File: config.mk
export PLATFORM = sky130hd
export DESIGN_NAME = sorted_set_insert_remove_unit
export DESIGN_NICKNAME = d
export VERILOG_FILES = /design/src/rtl/sosi_pkg.sv /design/src/rtl/sosi_cmp.sv /design/src/rtl/sosi_mem.sv /design/src/rtl/sosi_ctrl.sv /design/src/rtl/sorted_set_insert_remove_unit.sv
export SDC_FILE = /design/constraint.sdc
export NUM_CORES = 1
export LEC_CHECK = 0
export BUFFER_PORTS_ARGS = -buffer_cell sky130_fd_sc_hd__buf_2
export CAP_MARGIN = 10
export CORE_MARGIN = 2
export CORE_UTILIZATION = 50
export CTS_CLUSTER_DIAMETER = 40
export DETAILED_ROUTE_END_ITERATION = 8
export PLACE_DENSITY = 0.72
export SYNTH_ARGS = -nofsm -noshare
export SYNTH_HDL_FRONTEND = slang
export SYNTH_SLANG_ARGS = --single-unit
File: constraint.sdc
create_clock -name clk -period 4.2 [get_ports clk]
set_input_delay 0.21 -clock clk [delete_from_list [all_inputs] [get_ports clk]]
set_output_delay 0.21 -clock clk [all_outputs]
set_load 0.02 [all_outputs]
File: src/rtl/sosi_pkg.sv
`timescale 1ns / 1ps
`default_nettype none

package sosi_pkg;

  localparam int unsigned CAPACITY_DEF = 16;

  localparam int unsigned DATA_W      = 32;
  localparam int unsigned POS_W       = 6;
  localparam int unsigned OP_W        = 2;
  localparam int unsigned ST_W        = 3;
  localparam int unsigned CNT_W       = 7;
  localparam int unsigned IN_TDATA_W  = 40;
  localparam int unsigned OUT_TDATA_W = 40;

  // operation codes
  localparam logic [OP_W-1:0] OP_INSERT = 2'd0;
  localparam logic [OP_W-1:0] OP_REMOVE = 2'd1;
  localparam logic [OP_W-1:0] OP_DUMP   = 2'd2;

  // result status codes
  localparam logic [ST_W-1:0] ST_INSERTED = 3'd0;
  localparam logic [ST_W-1:0] ST_DUP      = 3'd1;
  localparam logic [ST_W-1:0] ST_FULL     = 3'd2;
  localparam logic [ST_W-1:0] ST_REMOVED  = 3'd3;
  localparam logic [ST_W-1:0] ST_OOR      = 3'd4;
  localparam logic [ST_W-1:0] ST_DUMP     = 3'd5;
  localparam logic [ST_W-1:0] ST_EMPTY    = 3'd6;

  typedef struct packed {
    logic [ST_W-1:0]   status;
    logic [DATA_W-1:0] element;
    logic [CNT_W-1:0]  count;
    logic              last;
  } res_t;

  typedef struct packed {
    logic lt;
    logic eq;
  } cmp_t;

endpackage

`default_nettype wire

File: src/rtl/sosi_cmp.sv
`timescale 1ns / 1ps
`default_nettype none

// Signed order compare: flipping the sign bits gives an unsigned compare.
module sosi_cmp (
  input  wire logic [sosi_pkg::DATA_W-1:0] a,
  input  wire logic [sosi_pkg::DATA_W-1:0] b,
  output sosi_pkg::cmp_t                   res
);
  import sosi_pkg::*;

  logic [DATA_W-1:0] a_key;
  logic [DATA_W-1:0] b_key;

  assign a_key  = {~a[DATA_W-1], a[DATA_W-2:0]};
  assign b_key  = {~b[DATA_W-1], b[DATA_W-2:0]};
  assign res.lt = a_key < b_key;
  assign res.eq = a == b;

endmodule

`default_nettype wire

File: src/rtl/sosi_mem.sv
`timescale 1ns / 1ps
`default_nettype none

// Element store: one write port, one read port, registered read data.
module sosi_mem #(
  parameter int unsigned DEPTH = sosi_pkg::CAPACITY_DEF,
  parameter int unsigned AW    = $clog2(sosi_pkg::CAPACITY_DEF)
) (
  input  wire logic                        clk,
  input  wire logic                        we,
  input  wire logic [AW-1:0]               waddr,
  input  wire logic [sosi_pkg::DATA_W-1:0] wdata,
  input  wire logic                        re,
  input  wire logic [AW-1:0]               raddr,
  output logic      [sosi_pkg::DATA_W-1:0] rdata
);
  import sosi_pkg::*;

  logic [DATA_W-1:0] mem_r [DEPTH];
  logic [DATA_W-1:0] rdata_r;

  always_ff @(posedge clk) begin
    if (we) begin
      mem_r[waddr] <= wdata;
    end
  end

  always_ff @(posedge clk) begin
    if (re) begin
      rdata_r <= mem_r[raddr];
    end
  end

  assign rdata = rdata_r;

endmodule

`default_nettype wire

File: src/rtl/sosi_ctrl.sv
`timescale 1ns / 1ps
`default_nettype none

// Sequencer: linear search with the shared compare, then shift up/down one entry
// a cycle through the store; dump walks one entry a cycle unless the output stalls.
module sosi_ctrl #(
  parameter int unsigned CAPACITY = sosi_pkg::CAPACITY_DEF,
  parameter int unsigned AW       = $clog2(sosi_pkg::CAPACITY_DEF),
  parameter int unsigned CW       = $clog2(sosi_pkg::CAPACITY_DEF + 1)
) (
  input  wire logic                        clk,
  input  wire logic                        rst_n,
  input  wire logic                        in_valid,
  output logic                             in_ready,
  input  wire logic [sosi_pkg::OP_W-1:0]   in_op,
  input  wire logic [sosi_pkg::DATA_W-1:0] in_value,
  input  wire logic [sosi_pkg::POS_W-1:0]  in_pos,
  output logic                             res_valid,
  input  wire logic                        res_ready,
  output sosi_pkg::res_t                   res,
  output logic                             mem_we,
  output logic      [AW-1:0]               mem_waddr,
  output logic      [sosi_pkg::DATA_W-1:0] mem_wdata,
  output logic                             mem_re,
  output logic      [AW-1:0]               mem_raddr,
  input  wire logic [sosi_pkg::DATA_W-1:0] mem_rdata,
  output logic      [CW-1:0]               cnt
);
  import sosi_pkg::*;

  localparam int unsigned IW = CW + 1;

  localparam logic [3:0] S_IDLE      = 4'd0;
  localparam logic [3:0] S_SRCH      = 4'd1;
  localparam logic [3:0] S_INS_CHK   = 4'd2;
  localparam logic [3:0] S_SHU       = 4'd3;
  localparam logic [3:0] S_INS_FIN   = 4'd4;
  localparam logic [3:0] S_RM_CHK    = 4'd5;
  localparam logic [3:0] S_SHD       = 4'd6;
  localparam logic [3:0] S_DUMP      = 4'd7;
  localparam logic [3:0] S_DMP_EMPTY = 4'd8;

  logic [3:0]        state_r, state_nxt;
  logic [CW-1:0]     cnt_r, cnt_nxt;
  logic [CW-1:0]     idx_r, idx_nxt;
  logic [CW-1:0]     pos_r, pos_nxt;
  logic [DATA_W-1:0] value_r, value_nxt;
  logic              flag_r, flag_nxt;  // insert: duplicate; remove: out of range

  logic [CW-1:0] idx_p1, idx_m1, idx_m2, cnt_p1, cnt_m1, pos_p1;
  logic [IW-1:0] idx_p2;
  cmp_t          cmp;

  sosi_cmp u_cmp (
    .a   (mem_rdata),
    .b   (value_r),
    .res (cmp)
  );

  assign idx_p1 = idx_r + CW'(1);
  assign idx_m1 = idx_r - CW'(1);
  assign idx_m2 = idx_r - CW'(2);
  assign idx_p2 = IW'(idx_r) + IW'(2);
  assign cnt_p1 = cnt_r + CW'(1);
  assign cnt_m1 = cnt_r - CW'(1);
  assign pos_p1 = pos_r + CW'(1);
  assign cnt    = cnt_r;

  always_comb begin
    state_nxt = state_r;
    cnt_nxt   = cnt_r;
    idx_nxt   = idx_r;
    pos_nxt   = pos_r;
    value_nxt = value_r;
    flag_nxt  = flag_r;
    in_ready  = state_r == S_IDLE;
    res_valid = 1'b0;
    res       = '0;
    res.last  = 1'b1;
    res.count = CNT_W'(cnt_r);
    mem_we    = 1'b0;
    mem_waddr = pos_r[AW-1:0];
    mem_wdata = value_r;
    mem_re    = 1'b0;
    mem_raddr = '0;
    case (state_r)
      S_IDLE: begin
        if (in_valid) begin
          value_nxt = in_value;
          idx_nxt   = '0;
          mem_re    = 1'b1;  // entry 0 lands for search or dump
          case (in_op)
            OP_INSERT: begin
              if (cnt_r == '0) begin
                pos_nxt   = '0;
                flag_nxt  = 1'b0;
                state_nxt = S_INS_CHK;
              end else begin
                state_nxt = S_SRCH;
              end
            end
            OP_REMOVE: begin
              flag_nxt  = CNT_W'(in_pos) >= CNT_W'(cnt_r);
              pos_nxt   = CW'(in_pos);
              state_nxt = S_RM_CHK;
            end
            OP_DUMP: begin
              state_nxt = (cnt_r == '0) ? S_DMP_EMPTY : S_DUMP;
            end
            default: begin
              state_nxt = S_IDLE;
            end
          endcase
        end
      end
      S_SRCH: begin
        if (cmp.lt) begin
          idx_nxt = idx_p1;
          if (idx_p1 == cnt_r) begin
            pos_nxt   = cnt_r;
            flag_nxt  = 1'b0;
            state_nxt = S_INS_CHK;
          end else begin
            mem_re    = 1'b1;
            mem_raddr = idx_p1[AW-1:0];
          end
        end else begin
          pos_nxt   = idx_r;
          flag_nxt  = cmp.eq;
          state_nxt = S_INS_CHK;
        end
      end
      S_INS_CHK: begin
        if (flag_r) begin
          res_valid  = 1'b1;
          res.status = ST_DUP;
          if (res_ready) state_nxt = S_IDLE;
        end else if (cnt_r == CW'(CAPACITY)) begin
          res_valid  = 1'b1;
          res.status = ST_FULL;
          if (res_ready) state_nxt = S_IDLE;
        end else if (pos_r == cnt_r) begin
          res_valid  = 1'b1;
          res.status = ST_INSERTED;
          res.count  = CNT_W'(cnt_p1);
          if (res_ready) begin
            mem_we    = 1'b1;
            cnt_nxt   = cnt_p1;
            state_nxt = S_IDLE;
          end
        end else begin
          idx_nxt   = cnt_r;
          mem_re    = 1'b1;
          mem_raddr = cnt_m1[AW-1:0];
          state_nxt = S_SHU;
        end
      end
      S_SHU: begin
        mem_we    = 1'b1;
        mem_waddr = idx_r[AW-1:0];
        mem_wdata = mem_rdata;
        if (idx_m1 == pos_r) begin
          state_nxt = S_INS_FIN;
        end else begin
          idx_nxt   = idx_m1;
          mem_re    = 1'b1;
          mem_raddr = idx_m2[AW-1:0];
        end
      end
      S_INS_FIN: begin
        res_valid  = 1'b1;
        res.status = ST_INSERTED;
        res.count  = CNT_W'(cnt_p1);
        if (res_ready) begin
          mem_we    = 1'b1;
          cnt_nxt   = cnt_p1;
          state_nxt = S_IDLE;
        end
      end
      S_RM_CHK: begin
        if (flag_r) begin
          res_valid  = 1'b1;
          res.status = ST_OOR;
          if (res_ready) state_nxt = S_IDLE;
        end else if (pos_p1 == cnt_r) begin
          res_valid  = 1'b1;
          res.status = ST_REMOVED;
          res.count  = CNT_W'(cnt_m1);
          if (res_ready) begin
            cnt_nxt   = cnt_m1;
            state_nxt = S_IDLE;
          end
        end else begin
          idx_nxt   = pos_r;
          mem_re    = 1'b1;
          mem_raddr = pos_p1[AW-1:0];
          state_nxt = S_SHD;
        end
      end
      S_SHD: begin
        mem_we    = 1'b1;
        mem_waddr = idx_r[AW-1:0];
        mem_wdata = mem_rdata;
        if (idx_p2 == IW'(cnt_r)) begin
          res_valid  = 1'b1;
          res.status = ST_REMOVED;
          res.count  = CNT_W'(cnt_m1);
          if (res_ready) begin
            cnt_nxt   = cnt_m1;
            state_nxt = S_IDLE;
          end else begin
            mem_re    = 1'b1;  // hold read data while stalled
            mem_raddr = idx_p1[AW-1:0];
          end
        end else begin
          idx_nxt   = idx_p1;
          mem_re    = 1'b1;
          mem_raddr = idx_p2[AW-1:0];
        end
      end
      S_DUMP: begin
        res_valid   = 1'b1;
        res.status  = ST_DUMP;
        res.element = mem_rdata;
        res.last    = idx_p1 == cnt_r;
        if (res_ready) begin
          if (idx_p1 == cnt_r) begin
            state_nxt = S_IDLE;
          end else begin
            idx_nxt   = idx_p1;
            mem_re    = 1'b1;
            mem_raddr = idx_p1[AW-1:0];
          end
        end else begin
          mem_re    = 1'b1;
          mem_raddr = idx_r[AW-1:0];
        end
      end
      S_DMP_EMPTY: begin
        res_valid  = 1'b1;
        res.status = ST_EMPTY;
        res.count  = '0;
        if (res_ready) state_nxt = S_IDLE;
      end
      default: begin
        state_nxt = S_IDLE;
      end
    endcase
  end

  always_ff @(posedge clk) begin
    if (!rst_n) begin
      state_r <= S_IDLE;
      cnt_r   <= '0;
    end else begin
      state_r <= state_nxt;
      cnt_r   <= cnt_nxt;
    end
  end

  always_ff @(posedge clk) begin
    idx_r   <= idx_nxt;
    pos_r   <= pos_nxt;
    value_r <= value_nxt;
    flag_r  <= flag_nxt;
  end

endmodule

`default_nettype wire

File: src/rtl/sorted_set_insert_remove_unit.sv
`timescale 1ns / 1ps
`default_nettype none

// Channel  Dir  tdata (low bit up)                 tuser         tlast
// in_      in   value[31:0] position[37:32] pad     op[1:0]       -
// out_     out  element[31:0] count[38:32] pad      status[2:0]   last of item
//
// One word at a time: in_tready is high only while the sequencer idles.
// Insert: search to the slot, then shift the tail up one entry a cycle; an append,
// a duplicate or a full set skips the shift. Remove: shift the tail down over the
// removed entry, skipped if out of range; dump: one result word per element.
// Reset (rst_n low, synchronous) empties the set; the store itself is not cleared.
// Output stalls hold the sequencer; the output register lets the next word in.
module sorted_set_insert_remove_unit #(
  parameter int unsigned CAPACITY = sosi_pkg::CAPACITY_DEF
) (
  input  wire logic                             clk,
  input  wire logic                             rst_n,
  input  wire logic                             in_tvalid,
  output logic                                  in_tready,
  input  wire logic [sosi_pkg::IN_TDATA_W-1:0]  in_tdata,   // value, position
  input  wire logic [sosi_pkg::OP_W-1:0]        in_tuser,   // op
  output logic                                  out_tvalid,
  input  wire logic                             out_tready,
  output logic      [sosi_pkg::OUT_TDATA_W-1:0] out_tdata,  // element, count
  output logic      [sosi_pkg::ST_W-1:0]        out_tuser,  // status
  output logic                                  out_tlast
);
  import sosi_pkg::*;

  localparam int unsigned AW = $clog2(CAPACITY);
  localparam int unsigned CW = $clog2(CAPACITY + 1);

  logic              res_valid;
  logic              res_ready;
  res_t              res;
  logic              mem_we;
  logic [AW-1:0]     mem_waddr;
  logic [DATA_W-1:0] mem_wdata;
  logic              mem_re;
  logic [AW-1:0]     mem_raddr;
  logic [DATA_W-1:0] mem_rdata;
  logic [CW-1:0]     cnt;

  // output register
  logic out_valid_r, out_valid_nxt;
  res_t out_res_r;

  sosi_ctrl #(
    .CAPACITY (CAPACITY),
    .AW       (AW),
    .CW       (CW)
  ) u_ctrl (
    .clk       (clk),
    .rst_n     (rst_n),
    .in_valid  (in_tvalid),
    .in_ready  (in_tready),
    .in_op     (in_tuser),
    .in_value  (in_tdata[DATA_W-1:0]),
    .in_pos    (in_tdata[DATA_W+POS_W-1:DATA_W]),
    .res_valid (res_valid),
    .res_ready (res_ready),
    .res       (res),
    .mem_we    (mem_we),
    .mem_waddr (mem_waddr),
    .mem_wdata (mem_wdata),
    .mem_re    (mem_re),
    .mem_raddr (mem_raddr),
    .mem_rdata (mem_rdata),
    .cnt       (cnt)
  );

  sosi_mem #(
    .DEPTH (CAPACITY),
    .AW    (AW)
  ) u_mem (
    .clk   (clk),
    .we    (mem_we),
    .waddr (mem_waddr),
    .wdata (mem_wdata),
    .re    (mem_re),
    .raddr (mem_raddr),
    .rdata (mem_rdata)
  );

  // a new result loads when the register is empty or being drained
  assign res_ready = !out_valid_r || out_tready;

  always_comb begin
    out_valid_nxt = out_valid_r;
    if (res_valid && res_ready) begin
      out_valid_nxt = 1'b1;
    end else if (out_tready) begin
      out_valid_nxt = 1'b0;
    end
  end

  always_ff @(posedge clk) begin
    if (!rst_n) begin
      out_valid_r <= 1'b0;
    end else begin
      out_valid_r <= out_valid_nxt;
    end
  end

  always_ff @(posedge clk) begin
    if (res_valid && res_ready) begin
      out_res_r <= res;
    end
  end

  assign out_tvalid = out_valid_r;
  assign out_tdata  = {(OUT_TDATA_W - DATA_W - CNT_W)'(0), out_res_r.count, out_res_r.element};
  assign out_tuser  = out_res_r.status;
  assign out_tlast  = out_res_r.last;

`ifndef SYNTHESIS
  // set never grows past its capacity
  a_cnt_bound: assert property (@(posedge clk) disable iff (!rst_n)
    CW'(CAPACITY) >= cnt)
    else $error("element count above capacity");

  // a taken insert, remove or dump word leaves the sequencer busy in the cycle after;
  // the unused op code is dropped in place
  a_busy_after_accept: assert property (@(posedge clk) disable iff (!rst_n)
    in_tvalid && in_tready &&
    (in_tuser == OP_INSERT || in_tuser == OP_REMOVE || in_tuser == OP_DUMP)
    |=> !in_tready)
    else $error("input taken twice in a row");

  // only dump elements carry a nonzero element field
  a_elem_zero: assert property (@(posedge clk) disable iff (!rst_n)
    out_tvalid && out_tuser != ST_DUMP |-> out_tdata[DATA_W-1:0] == '0)
    else $error("element set on a non-dump result");

  // only dump elements may leave tlast low
  a_last_dump: assert property (@(posedge clk) disable iff (!rst_n)
    out_tvalid && !out_tlast |-> out_tuser == ST_DUMP)
    else $error("tlast low on a single-result operation");
`endif

endmodule

`default_nettype wire

==> flow_summary_export.csv <==
group,metric,value,unit
logic_synthesis,synth_most_common_cell,"edfxtp_1",
detailed_routing,wirelength,74.00,mm
critical_path,worstSetupPathType,"flip-flop to flip-flop",
sta,setup_viol,0,
detailed_routing,drtIter0Drc,2032,
layout,finalCoreUtilization,62.77,%
detailed_routing,drc,0,
sta,whs,0.09141,ns
detailed_routing,drtAntennaViolNets,0,
clocking,cts_setup_buffers,0,
floorplan,die-area,56930,sq um
min_path,hold_class,"primary input to flip-flop",
power_and_ir_drop,p_sw,9.584,mW
power_and_ir_drop,power_frac_clock,29.0,%
outcome,status,"finished clean",
logic_synthesis,synth_common_cells,"edfxtp_1, nand2_1, mux2i_1",
flow_run,drv_cap,0,
global_route,grt_pass1_wl,110.4,mm
clocking,numCtsBuffers,90,
sta,fmax,245.8,MHz
logic_synthesis,synth_area_leaders,"edfxtp_1, mux2i_1, nand2_1, ha_1, mux2_2",
clocking,cts_tree,"built",
logic_synthesis,synth_seq_area_share,69.26,%
floorplan,initial_core_util,50.84,%
power_and_ir_drop,p_leak,12.16,nW
sta,worstMarginPinSlew,0.9499,ns
clocking,clock-root-buffer,"clkbuf_16",
critical_path,crit_path_end_kind,"flip-flop",
detailed_routing,via_per_inst,6.078,
floorplan,ioPinCount,92,
critical_path,cp-start-kind,"flip-flop",
layout,fillers,3830,
floorplan,die_x,238.6,um
global_route,overflow,0,
logic_synthesis,synthArstFlopShare,0,%
global_route,grt_pass1_vias,18510,
critical_path,worst_ep_arrival_time,4.47,ns
power_and_ir_drop,p_int,17.17,mW
logic_synthesis,netlist_area,27520,sq um
placed_design,dpl.hpwl,42.72,mm
logic_synthesis,synth_area_per_cell,13.85,sq um
logic_synthesis,ys_warn_count,0,
logic_synthesis,synth_top_area_cell,"edfxtp_1",
clocking,path_clk_slew,0.06,ns
floorplan,core-area,54130,sq um
detailed_routing,vias,18450,
sta,post-route-min-period,4.068,ns
sta,slew-limit-headroom,36.25,%
sta,finalHoldViolCount,0,
clocking,clock_path_buffers,3,
floorplan,rows,85,
clocking,worstSkewPairLatency,0.65,ns
logic_synthesis,yosysUniqueCellTypes,72,
sta,slew_viol_final,0,
placed_design,io_buffers,86,
power_and_ir_drop,p_per_area,787.3,nW/um^2
detailed_routing,wl_per_cell,24.38,um
logic_synthesis,synth_cells,1987,
logic_synthesis,synth_flop_cell,"edfxtp_1",
placed_design,gp_congestion,0.8885,
logic_synthesis,ys_ff_latch,638,
critical_path,worstPathRequired,4.60,ns
detailed_routing,dr.pass1.iters,5,
clocking,htree_levels,3,
power_and_ir_drop,power_frac_comb,37.2,%
sta,fin_crit_sh,96.86,%
layout,antennaDiodeCount,0,
layout,syn_to_final_growth,23.47,%
critical_path,cp_max_fo,11,
layout,drive_above_1_share,21.76,%
layout,final_nets,2355,
sta,clock_skew,0.03448,ns
clocking,cts_sinks,638,
floorplan,dieHeight,238.6,um
power_and_ir_drop,ir_worst_vdd,0.4945,mV
global_route,antenna_found_initial,1,
logic_synthesis,yosysTopAreaCellShare,68.53,%
global_route,grt_usage,25.90,%
global_route,grt_max_degree,47,
power_and_ir_drop,p_sw_share,35.82,%
logic_synthesis,synth_edf_count,628,
power_and_ir_drop,power_frac_seq,33.9,%
==> worst max-delay path: stages (launching register included) <==
cell      delay (ns)
edfxtp_1        0.51
inv_1           0.24
ha_1            0.24
a21boi_0        0.39
xnor2_1         0.17
nand4_1         0.19
a311oi_1        0.36
o221ai_1        0.21
buf_4           0.20
a211oi_4        0.65
buf_12          0.24
a32oi_1         0.07
o221ai_1        0.08
mux2i_1         0.10
buf_4           0.15
==> power groups by stage <==
| stage | registers, mW | logic (mW) | clock network, mW |
|---|---|---|---|
| after floorplan | 9.23 | 5.59 | 0 |
| after global placement | 9.15 | 9.45 | 0 |
| after detailed placement | 9.16 | 9.68 | 0 |
| after CTS | 9.05 | 9.82 | 7.83 |
| after global routing | 9.13 | 10.7 | 8.08 |
| final | 9.06 | 9.94 | 7.75 |
==> state kept, by name, summed over array words and instances, names as in the netlist <==
name	cells
u_mem.mem_r	512
out_tdata	37
u_ctrl.value_r	32
u_mem.rdata	32
u_ctrl.cnt	5
u_ctrl.idx_r	5
u_ctrl.pos_r	5
u_ctrl.state_r	4
out_tuser	3
out_tlast	1
out_tvalid	1
u_ctrl.flag_r	1
==> stage by stage <==
stage | worst slack (ns) | std cells | power, mW | area [sq um] | setup TNS [ns]
3_5_place_dp | 0.1786 | 2824 | 18.84 | 30390 | 0
4_1_cts | 0.1558 | 3033 | 26.70 | 33940 | 0
5_1_grt | -0.01224 | 3035 | 27.89 | 33980 | -0.01224
6_report | 0.1319 | 3035 | 26.75 | 33980 | 0
3_3_place_gp | 0.2301 | 2824 | 18.60 | 30390 | 0
2_1_floorplan | -0.04751 | 1989 | 14.81 | 27530 | -13.55
==> layer usage <==
metal,wire length (um),global-route usage (%),vias up
li1,-,-,8144
met1,30020,34.90,9147
met2,35190,41.90,993
met3,6573,5.312,162
met4,2214,9.299,0
met5,0,0,-
==> what timing repair did <==
action,in CTS,in global routing
endpoints found under the hold margin,47,0
setup endpoints to repair,0,10
hold buffers,41,0
resized for setup,0,3
==> layout by cell type (no fill, tap or decap), drive strengths merged, types with 5 or more instances in the layout <==
| cell | instances |
|---|---|
| edfxtp | 628 |
| nand2 | 289 |
| buf | 266 |
| mux2i | 118 |
| a21oi | 102 |
| clkbuf | 101 |
| o21ai | 73 |
| nand3 | 68 |
| inv | 64 |
| nor2 | 56 |
| mux2 | 54 |
| ha | 46 |
| dlygate4sd3 | 41 |
| a221oi | 38 |
| and2 | 35 |
| clkinv | 34 |
| a31oi | 33 |
| o221ai | 30 |
| a32oi | 28 |
| nor3 | 26 |
| xnor2 | 23 |
| nand4 | 20 |
| nor2b | 11 |
| xor2 | 11 |
| nand2b | 11 |
| clkinvlp | 11 |
| bufinv | 11 |
| dfxtp | 10 |
| or3 | 7 |
| a21boi | 6 |
| nor4 | 6 |
| and3 | 6 |
| a221o | 5 |
| o22ai | 5 |
| nor3b | 5 |
| a21o | 5 |
==> path summary, 6_finish.rpt <==
kind / from / to / slack [ns] / depth (start not counted)
max: u_ctrl.idx_r[1] / u_mem.rdata[11] / 0.13 / 14
min: out_tready / out_tvalid / 0.09 / 4
max reg2reg: u_ctrl.idx_r[1] / u_mem.rdata[11] / 0.13 / 14
min reg2reg: u_mem.rdata[30] / out_tdata[30] / 0.60 / 1
==> layout make-up <==
type,count,area (sq um),share of cell area [%]
clock buffers,100,2311,6.801
clock inverters,68,830.8,2.445
inverters,52,195.2,0.5745
multi-input cells,1173,7920,23.31
flip-flops and latches,638,19060,56.09
well taps,696,870.8,2.563
repair buffers,308,2791,8.216
==> cells by family after synthesis <==
| group | after synthesis | share of synthesized area (%) |
|---|---|---|
| other cells | 1 | 0.01363 |
| buf+inv | 179 | 2.769 |
| simple gates | 552 | 9.130 |
| mux | 172 | 6.556 |
| flops | 638 | 69.26 |
| compound gates | 362 | 8.857 |
| xor+xnor | 37 | 1.328 |
| fa+ha+maj | 46 | 2.091 |
Note: power is estimated with default switching activity, not from simulation.
